### src/hw/rtl/mspfr_pkg.sv
// ----------------------------------------------------------------------------
// mspfr_pkg
// Shared types and constants for the serial-protocol v1 frame receiver.
// ----------------------------------------------------------------------------
package mspfr_pkg;

  localparam int unsigned PAYLOAD_DEPTH_DEF = 256;

  localparam logic [31:0] TIMEOUT_RESET = 32'd100000;

  localparam logic [1:0] OP_RX_BYTE = 2'd0;
  localparam logic [1:0] OP_READ    = 2'd1;
  localparam logic [1:0] OP_RELEASE = 2'd2;

  localparam logic [2:0] ST_NONE     = 3'd0;
  localparam logic [2:0] ST_ACCEPTED = 3'd1;
  localparam logic [2:0] ST_BAD_SUM  = 3'd2;
  localparam logic [2:0] ST_DROPPED  = 3'd3;
  localparam logic [2:0] ST_BAD_SIZE = 3'd4;
  localparam logic [2:0] ST_RELEASED = 3'd5;

  localparam logic [7:0] HDR_DOLLAR = 8'h24;
  localparam logic [7:0] HDR_M      = 8'h4d;
  localparam logic [7:0] HDR_ARROW  = 8'h3e;
  localparam logic [7:0] SIZE_MAX   = 8'd254;

  typedef struct packed {
    logic [2:0] status;
    logic       timed_out;
    logic       frame_ready;
    logic [7:0] frame_cmd;
    logic [7:0] frame_size;
    logic [7:0] read_data;
  } result_t;

  typedef struct packed {
    logic       we;
    logic [7:0] waddr;
    logic [7:0] wdata;
    logic       re;
    logic [7:0] raddr;
  } ram_req_t;

endpackage

### src/hw/rtl/mspfr_if.sv
// ----------------------------------------------------------------------------
// mspfr_req_if / mspfr_rsp_if
// Valid/ready channels for request beats and result beats.
// ----------------------------------------------------------------------------
interface mspfr_req_if;
  logic        valid;
  logic        ready;
  logic [1:0]  op;
  logic [7:0]  rx_byte;
  logic [31:0] now_us;
  logic [7:0]  read_index;

  modport source (output valid, op, rx_byte, now_us, read_index, input ready);
  modport sink (input valid, op, rx_byte, now_us, read_index, output ready);
endinterface

interface mspfr_rsp_if;
  logic       valid;
  logic       ready;
  logic [2:0] status;
  logic       timed_out;
  logic       frame_ready;
  logic [7:0] frame_cmd;
  logic [7:0] frame_size;
  logic [7:0] read_data;

  modport source (output valid, status, timed_out, frame_ready, frame_cmd, frame_size,
                  read_data, input ready);
  modport sink (input valid, status, timed_out, frame_ready, frame_cmd, frame_size,
                read_data, output ready);
endinterface

### src/hw/rtl/mspfr_ram.sv
// ----------------------------------------------------------------------------
// mspfr_ram
// Payload memory: one write port, one read port, registered read data.
// ----------------------------------------------------------------------------
module mspfr_ram #(
  parameter int unsigned PAYLOAD_DEPTH = 256
) (
  input  logic                clk,
  input  mspfr_pkg::ram_req_t req,
  output logic [7:0]          rdata
);
  import mspfr_pkg::*;

  localparam int unsigned ADDR_W = $clog2(PAYLOAD_DEPTH);

  logic [7:0] mem [PAYLOAD_DEPTH];

  always_ff @(posedge clk) begin
    if (req.we) begin
      mem[req.waddr[ADDR_W-1:0]] <= req.wdata;
    end
  end

  always_ff @(posedge clk) begin
    if (req.re) begin
      rdata <= mem[req.raddr[ADDR_W-1:0]];
    end
  end

endmodule

### src/hw/rtl/mspfr_parser.sv
// ----------------------------------------------------------------------------
// mspfr_parser
// Frame state machine, checksum, timeout check and result staging register.
// ----------------------------------------------------------------------------
module mspfr_parser #(
  parameter int unsigned PAYLOAD_DEPTH = 256
) (
  input  logic                clk,
  input  logic                rst,
  input  logic                cfg_we,
  input  logic [31:0]         cfg_wdata,
  input  logic                fire,
  input  logic [1:0]          op,
  input  logic [7:0]          rx_byte,
  input  logic [31:0]         now_us,
  input  logic [7:0]          read_index,
  output mspfr_pkg::ram_req_t ram_req,
  output logic                s1_valid,
  output logic                s1_rd_en,
  output mspfr_pkg::result_t  s1_res
);
  import mspfr_pkg::*;

  localparam logic [2:0] PH_IDLE   = 3'd0;
  localparam logic [2:0] PH_DOLLAR = 3'd1;
  localparam logic [2:0] PH_M      = 3'd2;
  localparam logic [2:0] PH_ARROW  = 3'd3;
  localparam logic [2:0] PH_SIZE   = 3'd4;
  localparam logic [2:0] PH_BODY   = 3'd5;

  localparam logic [8:0] DEPTH9 = 9'(PAYLOAD_DEPTH);

  logic [31:0] timeout_us;
  logic [2:0]  phase, phase_next;
  logic [7:0]  running_xor, running_xor_next;
  logic [7:0]  expected_size, expected_size_next;
  logic [7:0]  byte_count, byte_count_next;
  logic [7:0]  command_byte, command_byte_next;
  logic        ready_flag, ready_flag_next;
  logic [7:0]  ready_length, ready_length_next;
  logic [31:0] last_byte_time, last_byte_time_next;

  logic [31:0] gap;
  logic        tmo;
  logic [2:0]  ph;
  logic [2:0]  status;
  logic [7:0]  size_out;
  logic        rd_en;

  assign gap = now_us - last_byte_time;

  always_comb begin
    phase_next          = phase;
    running_xor_next    = running_xor;
    expected_size_next  = expected_size;
    byte_count_next     = byte_count;
    command_byte_next   = command_byte;
    ready_flag_next     = ready_flag;
    ready_length_next   = ready_length;
    last_byte_time_next = last_byte_time;
    tmo                 = 1'b0;
    ph                  = phase;
    status              = ST_NONE;
    size_out            = ready_length;
    rd_en               = 1'b0;
    ram_req             = '0;
    ram_req.raddr       = read_index;
    ram_req.waddr       = byte_count;
    ram_req.wdata       = rx_byte;

    unique case (op)
      OP_RX_BYTE: begin
        if (ready_flag) begin
          status = ST_DROPPED;
        end else begin
          if (phase != PH_IDLE && gap > timeout_us) begin
            tmo             = 1'b1;
            ph              = PH_IDLE;
            byte_count_next = 8'd0;
          end
          last_byte_time_next = now_us;
          unique case (ph)
            PH_IDLE:   phase_next = (rx_byte == HDR_DOLLAR) ? PH_DOLLAR : PH_IDLE;
            PH_DOLLAR: phase_next = (rx_byte == HDR_M) ? PH_M : PH_IDLE;
            PH_M:      phase_next = (rx_byte == HDR_ARROW) ? PH_ARROW : PH_IDLE;
            PH_ARROW: begin
              if (rx_byte > SIZE_MAX) begin
                phase_next = PH_IDLE;
                status     = ST_BAD_SIZE;
              end else begin
                expected_size_next = rx_byte;
                byte_count_next    = 8'd0;
                running_xor_next   = rx_byte;
                phase_next         = PH_SIZE;
              end
            end
            PH_SIZE: begin
              command_byte_next = rx_byte;
              running_xor_next  = running_xor ^ rx_byte;
              phase_next        = PH_BODY;
            end
            PH_BODY: begin
              if (byte_count < expected_size) begin
                running_xor_next = running_xor ^ rx_byte;
                ram_req.we       = {1'b0, byte_count} < DEPTH9;
                byte_count_next  = byte_count + 8'd1;
              end else begin
                if (running_xor == rx_byte) begin
                  ready_length_next = expected_size;
                  ready_flag_next   = 1'b1;
                  status            = ST_ACCEPTED;
                end else begin
                  status = ST_BAD_SUM;
                end
                phase_next = PH_IDLE;
              end
            end
            default: phase_next = PH_IDLE;
          endcase
        end
        size_out = ready_length_next;
      end
      OP_READ: begin
        rd_en      = (read_index < ready_length) && ({1'b0, read_index} < DEPTH9);
        ram_req.re = 1'b1;
      end
      OP_RELEASE: begin
        if (ready_flag) begin
          ready_flag_next   = 1'b0;
          ready_length_next = 8'd0;
          status            = ST_RELEASED;
        end
      end
      default: begin
      end
    endcase

    if (!fire) begin
      ram_req.we = 1'b0;
      ram_req.re = 1'b0;
    end
  end

  always_ff @(posedge clk) begin
    if (rst) begin
      timeout_us <= TIMEOUT_RESET;
    end else if (cfg_we) begin
      timeout_us <= cfg_wdata;
    end
  end

  always_ff @(posedge clk) begin
    if (rst) begin
      phase          <= PH_IDLE;
      running_xor    <= 8'd0;
      expected_size  <= 8'd0;
      byte_count     <= 8'd0;
      command_byte   <= 8'd0;
      ready_flag     <= 1'b0;
      ready_length   <= 8'd0;
      last_byte_time <= 32'd0;
      s1_valid       <= 1'b0;
    end else begin
      s1_valid <= fire;
      if (fire) begin
        phase          <= phase_next;
        running_xor    <= running_xor_next;
        expected_size  <= expected_size_next;
        byte_count     <= byte_count_next;
        command_byte   <= command_byte_next;
        ready_flag     <= ready_flag_next;
        ready_length   <= ready_length_next;
        last_byte_time <= last_byte_time_next;
      end
    end
  end

  always_ff @(posedge clk) begin
    if (fire) begin
      s1_rd_en              <= rd_en;
      s1_res.status         <= status;
      s1_res.timed_out      <= tmo;
      s1_res.frame_ready    <= ready_flag_next;
      s1_res.frame_cmd      <= command_byte_next;
      s1_res.frame_size     <= size_out;
      s1_res.read_data      <= 8'd0;
    end
  end

  a_no_write_when_ready: assert property (@(posedge clk) disable iff (rst)
    ram_req.we |-> !ready_flag)
    else $error("payload write while a frame is held");

  a_ready_means_idle: assert property (@(posedge clk) disable iff (rst)
    ready_flag |-> phase == PH_IDLE)
    else $error("parser left idle while a frame is held");

  a_count_bound: assert property (@(posedge clk) disable iff (rst)
    phase == PH_BODY |-> byte_count <= expected_size)
    else $error("payload count ran past frame size");

  a_accept_sets_ready: assert property (@(posedge clk) disable iff (rst)
    fire && status == ST_ACCEPTED |=> ready_flag && s1_res.frame_ready)
    else $error("accepted frame not latched as ready");

endmodule

### src/hw/rtl/mspfr_outq.sv
// ----------------------------------------------------------------------------
// mspfr_outq
// Two-entry result queue that decouples the result channel from intake.
// ----------------------------------------------------------------------------
module mspfr_outq (
  input  logic               clk,
  input  logic               rst,
  input  logic               push,
  input  mspfr_pkg::result_t push_data,
  output logic               can_take,
  mspfr_rsp_if.source        rsp
);
  import mspfr_pkg::*;

  result_t    entry [2];
  logic       wr_ptr;
  logic       rd_ptr;
  logic [1:0] count;
  logic       pop;
  logic [2:0] fill_after;

  assign pop        = rsp.valid && rsp.ready;
  assign fill_after = {1'b0, count} + {2'b00, push} - {2'b00, pop};
  assign can_take   = fill_after < 3'd2;

  assign rsp.valid       = count != 2'd0;
  assign rsp.status      = entry[rd_ptr].status;
  assign rsp.timed_out   = entry[rd_ptr].timed_out;
  assign rsp.frame_ready = entry[rd_ptr].frame_ready;
  assign rsp.frame_cmd   = entry[rd_ptr].frame_cmd;
  assign rsp.frame_size  = entry[rd_ptr].frame_size;
  assign rsp.read_data   = entry[rd_ptr].read_data;

  always_ff @(posedge clk) begin
    if (rst) begin
      wr_ptr <= 1'b0;
      rd_ptr <= 1'b0;
      count  <= 2'd0;
    end else begin
      if (push) begin
        wr_ptr <= !wr_ptr;
      end
      if (pop) begin
        rd_ptr <= !rd_ptr;
      end
      count <= fill_after[1:0];
    end
  end

  always_ff @(posedge clk) begin
    if (push) begin
      entry[wr_ptr] <= push_data;
    end
  end

  a_no_overflow: assert property (@(posedge clk) disable iff (rst)
    push |-> count != 2'd2 || pop)
    else $error("result queue overflow");

  a_count_ptrs: assert property (@(posedge clk) disable iff (rst)
    (count == 2'd1) |-> wr_ptr != rd_ptr)
    else $error("queue pointers disagree with count");

  a_full_room: assert property (@(posedge clk) disable iff (rst)
    count == 2'd2 && !pop |-> !can_take)
    else $error("intake open with full queue");

endmodule

### src/hw/rtl/msp_v1_frame_receiver_unit.sv
// ----------------------------------------------------------------------------
// msp_v1_frame_receiver_unit
// Serial-protocol v1 frame receiver with payload memory and read/release ops.
// ----------------------------------------------------------------------------
//  channel | dir | beat contents
//  req     | in  | op, rx_byte, now_us, read_index
//  rsp     | out | status, timed_out, frame_ready, frame_cmd, frame_size, read_data
//  cfg     | in  | cfg_we, cfg_wdata (timeout_us)
//
//  One request beat per cycle while req.ready is high; each yields one result beat.
//  The parser updates its registers and the payload memory port in the beat's
//  cycle; the memory read lands in the next, then the beat enters a 2-deep queue.
//  Reset is synchronous; timeout_us returns to 100000. No clearing pass.
//  A stalled rsp still lets requests in until the 2-deep queue is full.
// ----------------------------------------------------------------------------
module msp_v1_frame_receiver_unit #(
  parameter int unsigned PAYLOAD_DEPTH = mspfr_pkg::PAYLOAD_DEPTH_DEF
) (
  input  logic        clk,
  input  logic        rst,
  input  logic        cfg_we,
  input  logic [31:0] cfg_wdata,
  mspfr_req_if.sink   req,
  mspfr_rsp_if.source rsp
);
  import mspfr_pkg::*;

  ram_req_t   ram_req;
  logic [7:0] ram_q;
  logic       fire;
  logic       can_take;
  logic       s1_valid;
  logic       s1_rd_en;
  result_t    s1_res;
  result_t    push_data;

  assign req.ready = can_take;
  assign fire      = req.valid && can_take;

  mspfr_parser #(
    .PAYLOAD_DEPTH(PAYLOAD_DEPTH)
  ) u_parser (
    .clk       (clk),
    .rst       (rst),
    .cfg_we    (cfg_we),
    .cfg_wdata (cfg_wdata),
    .fire      (fire),
    .op        (req.op),
    .rx_byte   (req.rx_byte),
    .now_us    (req.now_us),
    .read_index(req.read_index),
    .ram_req   (ram_req),
    .s1_valid  (s1_valid),
    .s1_rd_en  (s1_rd_en),
    .s1_res    (s1_res)
  );

  mspfr_ram #(
    .PAYLOAD_DEPTH(PAYLOAD_DEPTH)
  ) u_ram (
    .clk  (clk),
    .req  (ram_req),
    .rdata(ram_q)
  );

  always_comb begin
    push_data           = s1_res;
    push_data.read_data = s1_rd_en ? ram_q : 8'd0;
  end

  mspfr_outq u_outq (
    .clk      (clk),
    .rst      (rst),
    .push     (s1_valid),
    .push_data(push_data),
    .can_take (can_take),
    .rsp      (rsp)
  );

endmodule

### src/flat_wrapper.sv
// flat-port wrapper written by rule: the top's interface ports become plain ports
module msp_v1_frame_receiver_unit_flat import mspfr_pkg::*;
#(
  parameter int unsigned PAYLOAD_DEPTH = mspfr_pkg::PAYLOAD_DEPTH_DEF
)
  (clk, rst, cfg_we, cfg_wdata, req_valid, req_op, req_rx_byte, req_now_us, req_read_index, req_ready, rsp_valid, rsp_status, rsp_timed_out, rsp_frame_ready, rsp_frame_cmd, rsp_frame_size, rsp_read_data, rsp_ready);
  mspfr_req_if req_i ();
  mspfr_rsp_if rsp_i ();
  input  logic clk;
  input  logic rst;
  input  logic cfg_we;
  input  logic [31:0] cfg_wdata;
  input wire logic [$bits(req_i.valid)-1:0] req_valid;
  input wire logic [$bits(req_i.op)-1:0] req_op;
  input wire logic [$bits(req_i.rx_byte)-1:0] req_rx_byte;
  input wire logic [$bits(req_i.now_us)-1:0] req_now_us;
  input wire logic [$bits(req_i.read_index)-1:0] req_read_index;
  output wire logic [$bits(req_i.ready)-1:0] req_ready;
  output wire logic [$bits(rsp_i.valid)-1:0] rsp_valid;
  output wire logic [$bits(rsp_i.status)-1:0] rsp_status;
  output wire logic [$bits(rsp_i.timed_out)-1:0] rsp_timed_out;
  output wire logic [$bits(rsp_i.frame_ready)-1:0] rsp_frame_ready;
  output wire logic [$bits(rsp_i.frame_cmd)-1:0] rsp_frame_cmd;
  output wire logic [$bits(rsp_i.frame_size)-1:0] rsp_frame_size;
  output wire logic [$bits(rsp_i.read_data)-1:0] rsp_read_data;
  input wire logic [$bits(rsp_i.ready)-1:0] rsp_ready;
  assign req_i.valid = req_valid;
  assign req_i.op = req_op;
  assign req_i.rx_byte = req_rx_byte;
  assign req_i.now_us = req_now_us;
  assign req_i.read_index = req_read_index;
  assign req_ready = req_i.ready;
  assign rsp_valid = rsp_i.valid;
  assign rsp_status = rsp_i.status;
  assign rsp_timed_out = rsp_i.timed_out;
  assign rsp_frame_ready = rsp_i.frame_ready;
  assign rsp_frame_cmd = rsp_i.frame_cmd;
  assign rsp_frame_size = rsp_i.frame_size;
  assign rsp_read_data = rsp_i.read_data;
  assign rsp_i.ready = rsp_ready;
  msp_v1_frame_receiver_unit #(.PAYLOAD_DEPTH(PAYLOAD_DEPTH)) u_core (.clk(clk), .rst(rst), .cfg_we(cfg_we), .cfg_wdata(cfg_wdata), .req(req_i), .rsp(rsp_i));
endmodule
### config.mk
export PLATFORM = sky130hd
export DESIGN_NAME = msp_v1_frame_receiver_unit_flat
export DESIGN_NICKNAME = d
export VERILOG_FILES = /design/src/hw/rtl/mspfr_pkg.sv /design/src/hw/rtl/mspfr_if.sv /design/src/hw/rtl/mspfr_ram.sv /design/src/hw/rtl/mspfr_parser.sv /design/src/hw/rtl/mspfr_outq.sv /design/src/hw/rtl/msp_v1_frame_receiver_unit.sv /design/src/flat_wrapper.sv
export SDC_FILE = /design/constraint.sdc
export NUM_CORES = 2
export LEC_CHECK = 0
export ABC_AREA = 1
export BUFFER_PORTS_ARGS = -buffer_cell sky130_fd_sc_hd__buf_2
export CORE_UTILIZATION = 40
export CTS_CLUSTER_DIAMETER = 60
export DETAILED_ROUTE_END_ITERATION = 10
export GPL_ROUTABILITY_DRIVEN = 0
export HOLD_SLACK_MARGIN = 0.1
export SYNTH_ARGS = -nofsm -noshare
export SYNTH_HDL_FRONTEND = slang
export SYNTH_HIERARCHICAL = 1
export SYNTH_SLANG_ARGS = --single-unit
### constraint.sdc
create_clock -name clk -period 4.8 [get_ports clk]
set_clock_uncertainty 0.2 [all_clocks]
set_input_delay 0.24 -clock clk [delete_from_list [all_inputs] [get_ports clk]]
set_output_delay 0.24 -clock clk [all_outputs]
set_load 0.02 [all_outputs]
==> results_dict.tcl <==
set metrics [dict create \
    status "complete, but fails checks" \
    violations "setup timing" \
    hold_violations 0 \
    busiest_layer "met2" \
    cts_tree "built" \
    r2r_slack_ns -0.35 \
    placedCellCount 11400 \
    vias_per_cell 5.51 \
    setup_viol 2048 \
    holdCritStartpoint "req_op[0]" \
    synth.cell_area_um2 94300 \
    hold_depth 4 \
    crit_path_end_kind "flop" \
    initial_core_util_pct 40.4 \
    ant_nets 0 \
    die_x_um 487 \
    syn2layout_area_growth_pct 18.4 \
    rsz0062_at_grt "true" \
    cp-start-kind "flop" \
    slew-limit-headroom_pct 2.17 \
    crit_fanout 8 \
    dieArea_um2 238000 \
    first_iter_violations 7840 \
    cap_violations 0 \
    reg2reg_from "u_core/u_parser/last_byte_time[4]" \
    vias 66400 \
    clock-sinks 2250 \
    r2r-end "u_core/u_ram/mem[166][0]" \
    first_pass_iters 6 \
    ys.warnings.count 6 \
    crit_required_ns 5.15 \
    slowest_delay_ns 0.31 \
    place_worst_setup_slack_ns -0.535 \
    syn_area_per_cell_um2 11.4 \
    hold_class "in2reg" \
    crit_slowest_cell "dfxtp_1" \
    period_minus_slack_ns 5.15 \
    grt_first_pass_wirelength_um 409000 \
    drive_above_1_share_pct 13.4 \
    design_area_um2 112000 \
    cts_inserted_buffers 231 \
    coreArea_um2 233000 \
    fin_nets 8893 \
    grtUsageTotal_pct 23.0 \
    syn_nets 8450 \
    fin_cells 12100 \
    grt_util_met2_pct 37.1 \
    rr_worst_depth 29 \
    dp_hpwl_um 161000 \
    critical_path_class "reg2reg" \
    tightestPinTransition_ns 1.46 \
    h-tree-depth 4 \
    min_to "u_core/u_parser/s1_res[8]" \
    pin_count 118 \
    setup_slack_ns -0.353 \
    use_met1_pct 31.1 \
    grt_overflow_total 0 \
    cp.arrival_ns 5.50 \
    clock_latency_ns 0.86 \
    gr-usage-met3_pct 3.67 \
    hold_ws_ns 0.248 \
    path_clk_slew_ns 0.06 \
    route.detailed.wl_per_inst_um 23.0 \
    finalCritPeriodShare_pct 107 \
    routed_wl_um 277000 \
    dpl-instance-area_um2 101000 \
    drc_errors 0 \
    finalSetupTns_ns -458.80 \
    num-fill-cells 20600 \
    grt_pass1_vias 64800 \
    slew_viol_final 0 \
    die_y_um 487 \
    io_buffer_count 117 \
    ir_worst_vdd_v 0.000353 \
    crit_path_frequent_cell "nor2_4" \
    pwr_density_cell_nw_per_um2 399 \
    synth_cells 8281 \
    root_buffer "clkbuf_16" \
    power.leakage_nw 39.6 \
    grt_max_degree 173 \
    max_clock_freq_ghz 0.194 \
    cts_buffer_depth 3 \
    antenna_found_initial 7 \
    rows 177 \
]
[registers in the layout, indices dropped and copies added, names as in the netlist, 21 cells and up, named ones only]
register                        count
u_core/u_parser/last_byte_time     32
u_core/u_outq/entry                58
u_core/u_parser/timeout_us         32
u_core/u_parser/s1_res             21
u_core/u_ram/mem                 2048
[power breakdown]
group	internal, mW	switching [mW]	leakage, nW
registers	21.9	0.136	20.2
logic	1.53	3.15	15.8
clock network	10.2	7.59	3.68
total	33.6	10.9	39.6
[critical path, delay by kind of cell, from the launching register on]
family	cells	cell delay [ns]
AO/OA/AOI/OAI	6	0.91
XOR/XNOR	1	0.17
adder cells (fa/ha/maj)	2	0.58
buffers and inverters	8	1.15
flip-flops	1	0.31
AND/OR/NAND/NOR	12	1.49
[stage by stage]
step	power, mW	util, %
2_1_floorplan	25.1	-
3_3_place_gp	26.6	43.2
3_5_place_dp	26.7	43.2
4_1_cts	44.6	47.7
5_1_grt	45.9	47.8
6_report	44.5	47.8
[how the worst max path moves through the flow]
stage	from	endpoint	slack [ns]	cells after the start
after CTS	u_core/u_parser/last_byte_time[0]	u_core/u_ram/mem[16][7]	-0.24	32
after floorplan	u_core/u_parser/last_byte_time[0]	u_core/u_ram/mem[107][0]	-0.11	27
after global routing	u_core/u_parser/last_byte_time[0]	u_core/u_ram/mem[174][3]	-0.51	30
after detailed placement	req_now_us[0]	u_core/u_ram/mem[135][4]	-0.54	31
after global placement	req_now_us[0]	u_core/u_ram/mem[135][1]	-0.51	32
final	u_core/u_parser/last_byte_time[4]	u_core/u_ram/mem[166][0]	-0.35	29
[cells in the final DEF (no fill, tap or decap), types with 7 or more instances in the layout]
cell,instances
nand3_1,2063
mux2_4,10
edfxtp_1,2136
nand2_1,2277
nor2_1,153
buf_6,48
clkinv_1,49
diode_2,9
a21oi_1,147
buf_4,296
buf_8,14
mux2_2,19
nor2_4,139
inv_6,9
a21oi_2,7
o21ai_1,13
dfxtp_1,113
xor2_1,30
nor3_1,10
clkinvlp_4,9
nand4_1,9
ha_1,75
o21ai_2,9
xnor2_1,13
inv_1,229
bufinv_16,23
clkbuf_16,236
buf_12,55
buf_2,105
clkinv_4,7
nand2_2,16
dlygate4sd3_1,224
clkinv_2,41
nor2_2,87
clkbuf_1,48
o21ai_0,109
[repair_timing]
action | CTS | global route
hold buffers | 224 | 0
endpoints found under the setup margin | 2048 | 2101
setup buffers | 10 | 4
gates cloned | 5 | 1
hold endpoints to repair | 746 | 0
gates resized for setup | 104 | 82
pin swaps | 21 | 49
[final cells by class]
type | instances | area, um2 | area share [%]
antenna | 9 | 22.5 | 0.0202
clock buffer | 284 | 6070 | 5.44
clock inverter | 148 | 1480 | 1.33
inverter | 240 | 940 | 0.842
multi-input combinational | 5253 | 25800 | 23.1
sequential | 2250 | 66400 | 59.5
tap | 3132 | 3920 | 3.51
timing repair buffer | 748 | 7000 | 6.27
[metal layers]
layer / up-vias / routed length, um
met5: - / 28
met1: 32600 / 114000
met3: 615 / 22500
met4: 4 / 10400
li1: 30100 / -
met2: 3103 / 130000
Note: power is estimated with default switching activity, not from simulation.
